==> src/hdl/program_stream_video_demux_assert.svh <==
// ----------------------------------------------------------------------------
// Program stream video demux assertion macros
// Concurrent assertion shorthands, clocked and disabled by reset.
// ----------------------------------------------------------------------------
`ifndef PROGRAM_STREAM_VIDEO_DEMUX_ASSERT_SVH
`define PROGRAM_STREAM_VIDEO_DEMUX_ASSERT_SVH

// antecedent implies consequent in the same cycle
`define PSVD_ASSERT_NOW(label, clk, rst, ante, cons, msg) \
   label: assert property (@(posedge clk) disable iff (rst) (ante) |-> (cons)) \
      else $error(msg);

// antecedent implies consequent in the next cycle
`define PSVD_ASSERT_NEXT(label, clk, rst, ante, cons, msg) \
   label: assert property (@(posedge clk) disable iff (rst) (ante) |=> (cons)) \
      else $error(msg);

`endif

==> src/hdl/psvd_pkg.sv <==
// ----------------------------------------------------------------------------
// psvd_pkg
// Shared types and constants of the program stream video demux.
// ----------------------------------------------------------------------------
`timescale 1ns / 1ps

package psvd_pkg;

   localparam logic [7:0] PACK_CODE      = 8'hBA;
   localparam logic [7:0] END_CODE       = 8'hB9;
   localparam logic [7:0] FIRST_LEN_CODE = 8'hBB;
   localparam logic [7:0] VIDEO_CODE_LO  = 8'hE0;
   localparam logic [7:0] VIDEO_CODE_HI  = 8'hEF;
   localparam logic [7:0] PES_MARK_MASK  = 8'hC0;
   localparam logic [7:0] PES_MARK       = 8'h80;
   localparam logic [2:0] STUFF_MASK     = 3'h7;

   localparam int PTS_WIDTH  = 33;
   localparam int OFS_WIDTH  = 17;
   localparam int LEN_WIDTH  = 16;
   localparam int HLEN_WIDTH = 9;

   // byte positions counted from the first byte of the start code
   localparam logic [OFS_WIDTH-1:0] OFS_PACK_FIRST = 17'd4;
   localparam logic [OFS_WIDTH-1:0] OFS_PACK_STUFF = 17'd13;
   localparam logic [OFS_WIDTH-1:0] OFS_BODY_FIRST = 17'd6;
   localparam logic [OFS_WIDTH-1:0] OFS_PES_FLAGS  = 17'd7;
   localparam logic [OFS_WIDTH-1:0] OFS_HDR_LEN    = 17'd8;
   localparam logic [OFS_WIDTH-1:0] OFS_PTS_0      = 17'd9;
   localparam logic [OFS_WIDTH-1:0] OFS_PTS_1      = 17'd10;
   localparam logic [OFS_WIDTH-1:0] OFS_PTS_2      = 17'd11;
   localparam logic [OFS_WIDTH-1:0] OFS_PTS_3      = 17'd12;
   localparam logic [OFS_WIDTH-1:0] OFS_PTS_4      = 17'd13;
   localparam logic [OFS_WIDTH-1:0] OFS_LAST_BIAS  = 17'd5;

   localparam logic [HLEN_WIDTH-1:0] HDR_LEN_BIAS  = 9'd9;
   localparam logic [HLEN_WIDTH-1:0] HDR_LEN_PTS   = 9'd14;
   localparam logic [LEN_WIDTH-1:0]  PKT_LEN_PES   = 16'd3;
   localparam logic [LEN_WIDTH-1:0]  PKT_LEN_PTS   = 16'd8;

   typedef struct packed {
      logic       valid;
      logic [7:0] data;
   } psvd_word_type;

   typedef struct packed {
      logic                 valid;
      logic [7:0]           payload_byte;
      logic [3:0]           stream_number;
      logic [PTS_WIDTH-1:0] pts;
      logic                 pts_valid;
      logic                 first_of_payload;
      logic                 last_of_payload;
   } psvd_result_type;

endpackage

==> src/hdl/psvd_in_stage.sv <==
// ----------------------------------------------------------------------------
// psvd_in_stage
// Input word register; advances into the parser when the result side is free.
// ----------------------------------------------------------------------------
`timescale 1ns / 1ps

module psvd_in_stage (
   input  logic                   clock,
   input  logic                   reset,
   input  logic                   req_valid,
   output logic                   req_ready,
   input  logic [7:0]             req_stream_byte,
   input  logic                   slot_free,
   output logic                   advance,
   output psvd_pkg::psvd_word_type word
);
   import psvd_pkg::*;

   logic       valid_ff, valid_in;
   logic [7:0] data_ff, data_in;

   assign advance   = valid_ff && slot_free;
   assign req_ready = !valid_ff || advance;

   always_comb begin
      valid_in = valid_ff;
      data_in  = data_ff;
      if (req_valid && req_ready) begin
         valid_in = 1'b1;
         data_in  = req_stream_byte;
      end else if (advance) begin
         valid_in = 1'b0;
      end
   end

   always_ff @(posedge clock) begin
      if (reset) begin
         valid_ff <= 1'b0;
      end else begin
         valid_ff <= valid_in;
      end
      data_ff <= data_in;
   end

   assign word.valid = valid_ff;
   assign word.data  = data_ff;

endmodule

==> src/hdl/psvd_parser.sv <==
// ----------------------------------------------------------------------------
// psvd_parser
// Start code hunt, element skipping and video PES payload extraction.
// ----------------------------------------------------------------------------
`timescale 1ns / 1ps

module psvd_parser (
   input  logic                     clock,
   input  logic                     reset,
   input  logic                     advance,
   input  psvd_pkg::psvd_word_type  word,
   output psvd_pkg::psvd_result_type result
);
   import psvd_pkg::*;

   typedef enum logic [6:0] {
      PH_HUNT   = 7'b0000001,
      PH_CODE   = 7'b0000010,
      PH_PACK   = 7'b0000100,
      PH_STUFF  = 7'b0001000,
      PH_LEN_HI = 7'b0010000,
      PH_LEN_LO = 7'b0100000,
      PH_BODY   = 7'b1000000
   } phase_type;

   phase_type             phase_ff, phase_in;
   logic [1:0]            zero_run_ff, zero_run_in;
   logic [7:0]            start_code_ff, start_code_in;
   logic [OFS_WIDTH-1:0]  offset_ff, offset_in;
   logic [LEN_WIDTH-1:0]  pkt_len_ff, pkt_len_in;
   logic [HLEN_WIDTH-1:0] hdr_len_ff, hdr_len_in;
   logic [1:0]            flags_ff, flags_in;
   logic [PTS_WIDTH-1:0]  pts_ff, pts_in;
   logic [2:0]            stuff_ff, stuff_in;
   logic                  first_ff, first_in;

   logic [7:0]           b;
   logic                 last;
   logic                 has_pts;
   logic                 emit;

   assign b       = word.data;
   assign last    = offset_ff == ({1'b0, pkt_len_ff} + OFS_LAST_BIAS);
   assign has_pts = flags_ff[0] && (hdr_len_ff >= HDR_LEN_PTS) && (pkt_len_ff >= PKT_LEN_PTS);
   assign emit    = (phase_ff == PH_BODY) && flags_ff[1] && (offset_ff > OFS_HDR_LEN)
                    && (offset_ff >= {8'b0, hdr_len_ff});

   always_comb begin
      phase_in      = phase_ff;
      zero_run_in   = zero_run_ff;
      start_code_in = start_code_ff;
      offset_in     = offset_ff;
      pkt_len_in    = pkt_len_ff;
      hdr_len_in    = hdr_len_ff;
      flags_in      = flags_ff;
      pts_in        = pts_ff;
      stuff_in      = stuff_ff;
      first_in      = first_ff;
      case (phase_ff)
         PH_CODE: begin
            start_code_in = b;
            if (b == PACK_CODE) begin
               phase_in  = PH_PACK;
               offset_in = OFS_PACK_FIRST;
            end else if (b == END_CODE || b < FIRST_LEN_CODE) begin
               phase_in    = PH_HUNT;
               zero_run_in = 2'd0;
            end else begin
               phase_in = PH_LEN_HI;
            end
         end
         PH_PACK: begin
            if (offset_ff == OFS_PACK_STUFF) begin
               stuff_in = b[2:0] & STUFF_MASK;
               if ((b[2:0] & STUFF_MASK) == 3'd0) begin
                  phase_in    = PH_HUNT;
                  zero_run_in = 2'd0;
               end else begin
                  phase_in = PH_STUFF;
               end
            end else begin
               offset_in = offset_ff + 17'd1;
            end
         end
         PH_STUFF: begin
            stuff_in = stuff_ff - 3'd1;
            if (stuff_ff == 3'd1) begin
               phase_in    = PH_HUNT;
               zero_run_in = 2'd0;
            end
         end
         PH_LEN_HI: begin
            pkt_len_in = {b, 8'h00};
            phase_in   = PH_LEN_LO;
         end
         PH_LEN_LO: begin
            pkt_len_in = {pkt_len_ff[15:8], b};
            offset_in  = OFS_BODY_FIRST;
            hdr_len_in = '0;
            flags_in   = 2'b00;
            pts_in     = '0;
            first_in   = 1'b1;
            if ({pkt_len_ff[15:8], b} == 16'd0) begin
               phase_in    = PH_HUNT;
               zero_run_in = 2'd0;
            end else begin
               phase_in = PH_BODY;
            end
         end
         PH_BODY: begin
            if (offset_ff == OFS_BODY_FIRST) begin
               if (start_code_ff inside {[VIDEO_CODE_LO:VIDEO_CODE_HI]}
                   && pkt_len_ff >= PKT_LEN_PES && (b & PES_MARK_MASK) == PES_MARK) begin
                  flags_in[1] = 1'b1;
               end
            end else if (offset_ff == OFS_PES_FLAGS) begin
               if (b[7]) begin
                  flags_in[0] = 1'b1;
               end
            end else if (offset_ff == OFS_HDR_LEN) begin
               hdr_len_in = HDR_LEN_BIAS + {1'b0, b};
            end else if (offset_ff == OFS_PTS_0) begin
               pts_in = {b[3:1], 30'b0};
            end else if (offset_ff == OFS_PTS_1) begin
               pts_in = pts_ff | (33'(b) << 22);
            end else if (offset_ff == OFS_PTS_2) begin
               pts_in = pts_ff | (33'(b[7:1]) << 15);
            end else if (offset_ff == OFS_PTS_3) begin
               pts_in = pts_ff | (33'(b) << 7);
            end else if (offset_ff == OFS_PTS_4) begin
               pts_in = pts_ff | 33'(b[7:1]);
            end
            if (emit) begin
               first_in = 1'b0;
            end
            if (last) begin
               phase_in    = PH_HUNT;
               zero_run_in = 2'd0;
            end else begin
               offset_in = offset_ff + 17'd1;
            end
         end
         default: begin
            phase_in = PH_HUNT;
            if (b == 8'h00) begin
               if (zero_run_ff < 2'd2) begin
                  zero_run_in = zero_run_ff + 2'd1;
               end
            end else if (b == 8'h01 && zero_run_ff >= 2'd2) begin
               zero_run_in = 2'd0;
               phase_in    = PH_CODE;
            end else begin
               zero_run_in = 2'd0;
            end
         end
      endcase
   end

   always_ff @(posedge clock) begin
      if (reset) begin
         phase_ff      <= PH_HUNT;
         zero_run_ff   <= 2'd0;
         start_code_ff <= 8'h00;
         offset_ff     <= '0;
         pkt_len_ff    <= '0;
         hdr_len_ff    <= '0;
         flags_ff      <= 2'b00;
         pts_ff        <= '0;
         stuff_ff      <= 3'd0;
         first_ff      <= 1'b0;
      end else if (advance) begin
         phase_ff      <= phase_in;
         zero_run_ff   <= zero_run_in;
         start_code_ff <= start_code_in;
         offset_ff     <= offset_in;
         pkt_len_ff    <= pkt_len_in;
         hdr_len_ff    <= hdr_len_in;
         flags_ff      <= flags_in;
         pts_ff        <= pts_in;
         stuff_ff      <= stuff_in;
         first_ff      <= first_in;
      end
   end

   assign result.valid            = word.valid && emit;
   assign result.payload_byte     = b;
   assign result.stream_number    = start_code_ff[3:0];
   assign result.pts              = has_pts ? pts_ff : '0;
   assign result.pts_valid        = has_pts;
   assign result.first_of_payload = first_ff;
   assign result.last_of_payload  = last;

endmodule

==> src/hdl/psvd_out_stage.sv <==
// ----------------------------------------------------------------------------
// psvd_out_stage
// Result word register in front of the rsp channel.
// ----------------------------------------------------------------------------
`timescale 1ns / 1ps

module psvd_out_stage (
   input  logic                      clock,
   input  logic                      reset,
   input  logic                      advance,
   input  psvd_pkg::psvd_result_type result,
   output logic                      slot_free,
   output logic                      rsp_valid,
   input  logic                      rsp_ready,
   output logic [7:0]                rsp_payload_byte,
   output logic [3:0]                rsp_stream_number,
   output logic [psvd_pkg::PTS_WIDTH-1:0] rsp_pts,
   output logic                      rsp_pts_valid,
   output logic                      rsp_first_of_payload,
   output logic                      rsp_last_of_payload
);
   import psvd_pkg::*;

   logic            valid_ff, valid_in;
   psvd_result_type data_ff, data_in;

   assign slot_free = !valid_ff || rsp_ready;

   always_comb begin
      valid_in = valid_ff;
      data_in  = data_ff;
      if (advance) begin
         valid_in = result.valid;
         data_in  = result;
      end else if (rsp_ready) begin
         valid_in = 1'b0;
      end
   end

   always_ff @(posedge clock) begin
      if (reset) begin
         valid_ff <= 1'b0;
      end else begin
         valid_ff <= valid_in;
      end
      data_ff <= data_in;
   end

   assign rsp_valid            = valid_ff;
   assign rsp_payload_byte     = data_ff.payload_byte;
   assign rsp_stream_number    = data_ff.stream_number;
   assign rsp_pts              = data_ff.pts;
   assign rsp_pts_valid        = data_ff.pts_valid;
   assign rsp_first_of_payload = data_ff.first_of_payload;
   assign rsp_last_of_payload  = data_ff.last_of_payload;

endmodule

==> src/hdl/program_stream_video_demux.sv <==
// ----------------------------------------------------------------------------
// program_stream_video_demux
// Takes one program stream byte per word and returns video payload bytes
// tagged with stream number, time stamp and first/last marks. It accepts a
// byte every cycle; a byte passes an input register and then the result
// register before its payload word is offered on rsp. Input stalls only
// while a finished result is held by rsp_ready low.
// ----------------------------------------------------------------------------
`timescale 1ns / 1ps
`include "program_stream_video_demux_assert.svh"

module program_stream_video_demux (
   input  logic                           clock,
   input  logic                           reset,
   input  logic                           req_valid,
   output logic                           req_ready,
   input  logic [7:0]                     req_stream_byte,
   output logic                           rsp_valid,
   input  logic                           rsp_ready,
   output logic [7:0]                     rsp_payload_byte,
   output logic [3:0]                     rsp_stream_number,
   output logic [psvd_pkg::PTS_WIDTH-1:0] rsp_pts,
   output logic                           rsp_pts_valid,
   output logic                           rsp_first_of_payload,
   output logic                           rsp_last_of_payload
);
   import psvd_pkg::*;

   psvd_word_type   word;
   psvd_result_type result;
   logic            advance;
   logic            slot_free;

   psvd_in_stage u_in (
      .clock           (clock),
      .reset           (reset),
      .req_valid       (req_valid),
      .req_ready       (req_ready),
      .req_stream_byte (req_stream_byte),
      .slot_free       (slot_free),
      .advance         (advance),
      .word            (word)
   );

   psvd_parser u_parser (
      .clock   (clock),
      .reset   (reset),
      .advance (advance),
      .word    (word),
      .result  (result)
   );

   psvd_out_stage u_out (
      .clock                (clock),
      .reset                (reset),
      .advance              (advance),
      .result               (result),
      .slot_free            (slot_free),
      .rsp_valid            (rsp_valid),
      .rsp_ready            (rsp_ready),
      .rsp_payload_byte     (rsp_payload_byte),
      .rsp_stream_number    (rsp_stream_number),
      .rsp_pts              (rsp_pts),
      .rsp_pts_valid        (rsp_pts_valid),
      .rsp_first_of_payload (rsp_first_of_payload),
      .rsp_last_of_payload  (rsp_last_of_payload)
   );

   `PSVD_ASSERT_NOW(a_pts_zero, clock, reset, rsp_valid && !rsp_pts_valid, rsp_pts == '0, "pts set without pts_valid")
   `PSVD_ASSERT_NOW(a_stall_held, clock, reset, !req_ready, word.valid && !slot_free, "input stalled without cause")
   `PSVD_ASSERT_NEXT(a_result_lands, clock, reset, advance && result.valid, rsp_valid, "result lost")

endmodule
==> config.mk <==
export PLATFORM = sky130hd
export DESIGN_NAME = program_stream_video_demux
export DESIGN_NICKNAME = d
export VERILOG_FILES = /design/src/hdl/psvd_pkg.sv /design/src/hdl/psvd_in_stage.sv /design/src/hdl/psvd_parser.sv /design/src/hdl/psvd_out_stage.sv /design/src/hdl/program_stream_video_demux.sv
export VERILOG_INCLUDE_DIRS = /design/src /design/src/hdl
export SDC_FILE = /design/constraint.sdc
export NUM_CORES = 1
export LEC_CHECK = 0
export BUFFER_PORTS_ARGS = -buffer_cell sky130_fd_sc_hd__buf_2
export CORE_ASPECT_RATIO = 1.5
export CORE_MARGIN = 1
export CORE_UTILIZATION = 60
export CTS_CLUSTER_DIAMETER = 30
export DETAILED_ROUTE_END_ITERATION = 10
export PLACE_DENSITY = 0.8
export SLEW_MARGIN = 20
export SYNTH_ARGS = -nofsm -noshare
export SYNTH_HDL_FRONTEND = slang
export SYNTH_HIERARCHICAL = 1
export SYNTH_SLANG_ARGS = --single-unit
==> constraint.sdc <==
create_clock -name clock -period 7.8 [get_ports clock]
set_input_delay 1.56 -clock clock [delete_from_list [all_inputs] [get_ports clock]]
set_output_delay 1.56 -clock clock [all_outputs]
set_load 0.01 [all_outputs]
**Yosys cells after proc, flatten, opt, wreduce, memory -nomap -nowiden**

Cells that the tools add are included.

- Order comparisons: 10
- Eq/ne operators: 41
- Add/subtract/negate cells: 5
- Bitwise logic cells: 6
- Reduce and logical (&&, ||, !) cells: 38
- Multiplexer cells: 52

Operator list:

| cell | number |
|---|---|
| two-way mux 33 bit | 8 |
| == test 17 x 4 -> 1 bit (second input constant) | 6 |
| case mux 17 bit (4 select lines) | 1 |
| case mux 33 bit (2 select lines) | 1 |
| two-way mux 17 bit | 3 |
| two-way mux 7 bit | 6 |
| case mux 7 bit (6 select lines) | 1 |
| == test 17 x 3 -> 1 bit (second input constant) | 2 |
| OR 33 x 15 -> 33 bit | 1 |
| OR 33 x 22 -> 33 bit | 1 |
| OR 33 x 30 -> 33 bit | 1 |
| OR 33 x 7 -> 33 bit | 1 |
| case mux 16 bit (2 select lines) | 1 |
| two-way mux 9 bit | 3 |
| inequality test 2 bit (second input constant) | 11 |
| two-way mux 2 bit | 10 |
| case mux 9 bit (2 select lines) | 1 |
| adder 16 x 3 -> 17 bit (second input constant) | 1 |
| adder 17 x 1 -> 17 bit (second input constant) | 1 |
| == test 17 bit | 1 |
| >= comparator 17 x 9 -> 1 bit | 1 |
| greater-than comparator 17 x 4 -> 1 bit (second input constant) | 1 |
| == test 8 bit (second input constant) | 2 |
| >= comparator 16 x 2 -> 1 bit (second input constant) | 1 |
| other kinds (45) | 86 |

- Input bits: 12
- Output and inout port bits: 50
- Word-level logic and storage cells: 173
- Flip-flop bits (word level): 156

**Longest topological paths before layout**

- Word-level depth: 10
- Mapped depth: 11

**Modules after synthesis**

Netlist, hierarchy kept.

By module, submodules not included:

| module | cells an instance | times used | area each (um^2) |
|---|---|---|---|
| psvd_parser | 763 | 1 | 5,869.4 |
| psvd_out_stage | 52 | 1 | 1,495.2 |
| psvd_in_stage | 15 | 1 | 310.3 |

**Least setup slack after synthesis**

Ideal clock, no wire load.

- Kind: input-to-reg
- Start point: in rsp_ready
- End point: reg u_parser.hdr_len_ff[7]
- Arrival: 3.953 ns
- Stages: 10
- Path slack: 3.719 ns
- Data required time: 7.672 ns
- Cell sequence: nand2b_4 and2_2 clkbuf_1 o2111ai_1 a31oi_1 nor2b_1 clkbuf_1 nor2_1 a31oi_1 nor2_1

- Longest elaborated chain between the ends: 3

Ends and longest elaborated chain:

| what | RTL line | text |
|---|---|---|
| start: declaration | program_stream_video_demux.sv:19 | `input logic rsp_ready,` |
| logical OR 1 bit | psvd_out_stage.sv:27 | `assign slot_free = !valid_ff \|\| rsp_ready;` |
| logical AND 1 bit | psvd_in_stage.sv:22 | `assign advance = valid_ff && slot_free;` |
| named net advance | program_stream_video_demux.sv:31 | `logic advance;` |
| AND reduction 5 bit (no source line) | n/a |  |
| end signal: assignment | psvd_parser.sv:177 | `hdr_len_ff <= hdr_len_in;` |
| end: declaration | psvd_parser.sv:31 | `logic [HLEN_WIDTH-1:0] hdr_len_ff, hdr_len_in;` |

The timed path passes the listed nets, and every way through them passes these cells.
A chain may end at the register's enable or synchronous reset.

**Final worst setup path**

- Start point: in rsp_ready
- End point: out req_ready

- Longest elaborated chain between the ends: 3

Ends and longest elaborated chain:

| what | RTL line | text |
|---|---|---|
| logical OR 1 bit | psvd_out_stage.sv:27 |  |
| named net slot_free | program_stream_video_demux.sv:32 | `logic slot_free;` |
| logical AND 1 bit | psvd_in_stage.sv:22 |  |
| logical OR 1 bit | psvd_in_stage.sv:23 | `assign req_ready = !valid_ff \|\| advance;` |
| end: declaration | program_stream_video_demux.sv:16 | `output logic req_ready,` |

The timed path passes the listed nets, and every way through them passes these cells.

==> impl_results.md <==
* Die W at 94.3 µm
* Core Util, Final at 67.9%
* Die height at 141 µm
* Avg Synthesized Cell Area at 9.25 µm²
* Routed wl met3 at 1260 µm
* Hold WC Path Type: flop to flop
* Commonest non-fill, non-tap cell in the layout: dfxtp_1
* Crit start category: primary input
* Die ar. at 0.0133 mm²
* Bufs and invs on worst path at 2
* Uppermost routed layer: met4
* Period utilization at 46.7%
* CTS clk-pin slew, worst paths at 0.07 ns
* Status: completed
* Worst Setup End Kind: output port
* Ys Warns at 6
* Critical Path AT at roughly 2.1 ns
* CTS sink count at 156
* Worst slack, placed at 3.88 ns
* DR vias at 6531
* CTS tree: built
* RSZ-0062 raised after global routing: false
* Top cell family by delay on the critical path: simple AND/OR/NAND/NOR gates
* Pre-antenna DRT Iters at 5
* Area grow syn2layout at 10.1%
* Non-Filler Instances at 1021
* Total track usage at a little under a third
* Worst-margin pin slew at 0.994 ns
* Initial antenna violation count at 0
* Post-Syn Nets at 864
* Critical path's slowest cell: nand2b_4
* Initial core utilization at 61.6%
* Maximum clock insertion buffer count at 2
* DP Cell Count at 989
* Setup violators final at 0
* # nets final at 886
* WL met2 at 10200 µm
* FP Rows at 50
* Number of synthesized register bits at roughly 160
* DR DRC count at 0
* Gpl congestion at ~0.92
* Post_cts resized at 0
* Clk root buf: clkbuf_16
* IO buf count at 61
* Worst-case hold slack at between 0.4 and 0.5 ns
* Commonest non-fill, non-tap cells in the layout: dfxtp_1 (100), nor2_1 (92), a21oi_1 (83)
* Setup CP Type: primary input to output port
* H-tree depth at 4
* Post-Synthesis Cells at between 800 and 900
* LEAKAGE at 3.34 nW
* Vias/cell at 6.40
* Final number of hold-violating endpoints at 0
* Max-slew violations at 0
* WL per Instance at 19.2 µm
* Post-synth top flop: dfxtp_1
* ANT nets after route at 0
* Gr ovfl total at 0
* Worst VDD drop at 170 µV
* Yosys cell types at 78
* Worst-Skew Late Latency at approximately 0.43 ns
* DP HPWL at 13400 µm
* Largest net degree at the start of global routing at 77
* Max Clock Freq at 274 MHz
* DRT met1 WL at 7410 µm
* Maxcap violations at 0
* Sum of negative setup slack at 0 ns
* Vias in the first global route at 6378
* Tmin final at 3.64 ns
* Sequential share of the synthesized area at 48.0%
* Final setup margin at between 4 and 5 ns
* Slowest stage delay, CP at 0.15 ns
* ANT cells at 0
* Skew final at 0.00924 ns
* CTS buffer count at 17
* Crit path max fanout at 3
* Top-level port count at between 60 and 70
* Sequence of cells on the critical path: buf_2, nand2b_4, nand2b_4, buf_2
* Placeable core area at approximately 0.012 mm²
* First-pass GRT wire length at 31800 µm
* Post-synth ARST share at 0%
* First-iteration detailed-routing DRC count at 668
* Hold bufs inserted after CTS at 0
* Critical Path RT at roughly 6.2 ns
* Final wirelength at 19600 µm
* Mapped cell area at 0.00767 mm²
* Slew headroom at 33.3%
* Post-synth EDFFs at 56
* Number of post-CTS setup repair buffers at 0
* Pwr/cell area at 200 mW/mm²
* Share of layout cells above drive strength 1 at 13.5%
[logic make-up after synthesis]
logic type                 synth area share, %
AOI/OAI and AO/OA                         15.7
xor gates and xnor gates                  2.85
adders and majority gates                 3.59
buffers and inverters                     6.37
DFF                                       48.0
muxes                                     1.19
and+or+nand+nor                           22.3
[metal layers]
metal / vias to the layer above / GRT usage (%)
met4: 0 / 17.8
met1: 3102 / 35.1
met2: 336 / 53.6
met3: 72 / 6.03
li1: 3021 / -
met5: - / 0
[through the flow]
step	total power (W)	area, µm²
finish	0.00169	8450
global route	0.00173	8450
CTS	0.00169	8450
detailed placement	0.000928	7900
global placement	0.000926	7900
floorplan	0.000910	7670
[cell type report]
cell class / count / area (µm²)
fillers: 969 / 4000
repair buffers: 66 / 343
inverters: 45 / 169
flip-flops and latches: 156 / 3680
well taps: 156 / 195
clock buffers: 18 / 429
clock inverters: 14 / 124
multi-input cells: 566 / 3510
[synth_stat cells, drive strengths merged, types with 3 or more instances]
master     n  share of area [%]
dfxtp    100                 26
nor2      92                4.5
a21oi     85                5.6
edfxtp    56                 22
nand2     48                2.3
inv       44                2.2
clkbuf    42                2.1
nand3     39                2.7
and2      37                3.1
ha        22                3.6
buf       21                2.1
o21ai     19                1.2
a31oi     15                1.2
nor3      15               0.98
xnor2     15                1.7
nand4     14                1.1
and3      13                1.1
nor4      13                1.3
or3       12               0.98
xor2      10                1.1
o32ai      9                1.0
a22o       8               0.91
mux2i      8                1.0
a21o       6               0.59
nand2b     6               0.68
nor2b      6               0.49
o31ai      6               0.83
a211oi     5               0.49
and4       5               0.57
or4        4               0.39
a211o      3               0.34
a41oi      3               0.34
nand3b     3               0.29
nor3b      3               0.29
o2111ai    3               0.34
o211ai     3               0.29
or3b       3               0.34
[registers in the layout, indices dropped and copies added (netlist names), 4 cells and up]
name,cells
u_out/rsp_pts,33
u_parser/pts_ff,33
u_parser/offset_ff,17
u_parser/pkt_len_ff,16
u_parser/hdr_len_ff,9
u_in/data_ff,8
u_out/rsp_payload_byte,8
u_parser/start_code_ff,8
u_parser/phase_ff,7
u_out/rsp_stream_number,4
[power by group]
part | total (W) | switching, W | internal [W]
Combinational | 0.0000438 | 0.0000305 | 0.0000133
Sequential | 0.000869 | 0.0000209 | 0.000848
Clock | 0.000780 | 0.000361 | 0.000418
Total | 0.00169 | 0.000413 | 0.00128
[worst paths after layout]
| check | start | endpoint | slack (ns) | cells past startpoint |
|---|---|---|---|---|
| max | rsp_ready | req_ready | 4.16 | 4 |
| min | u_parser/first_ff | u_out/rsp_first_of_payload | 0.45 | 0 |
| max reg2reg | u_parser/phase_ff[4] | u_parser/pts_ff[29] | 4.19 | 7 |
| min reg2reg | u_parser/first_ff | u_out/rsp_first_of_payload | 0.45 | 0 |
(Power assumes the default switching activity.)
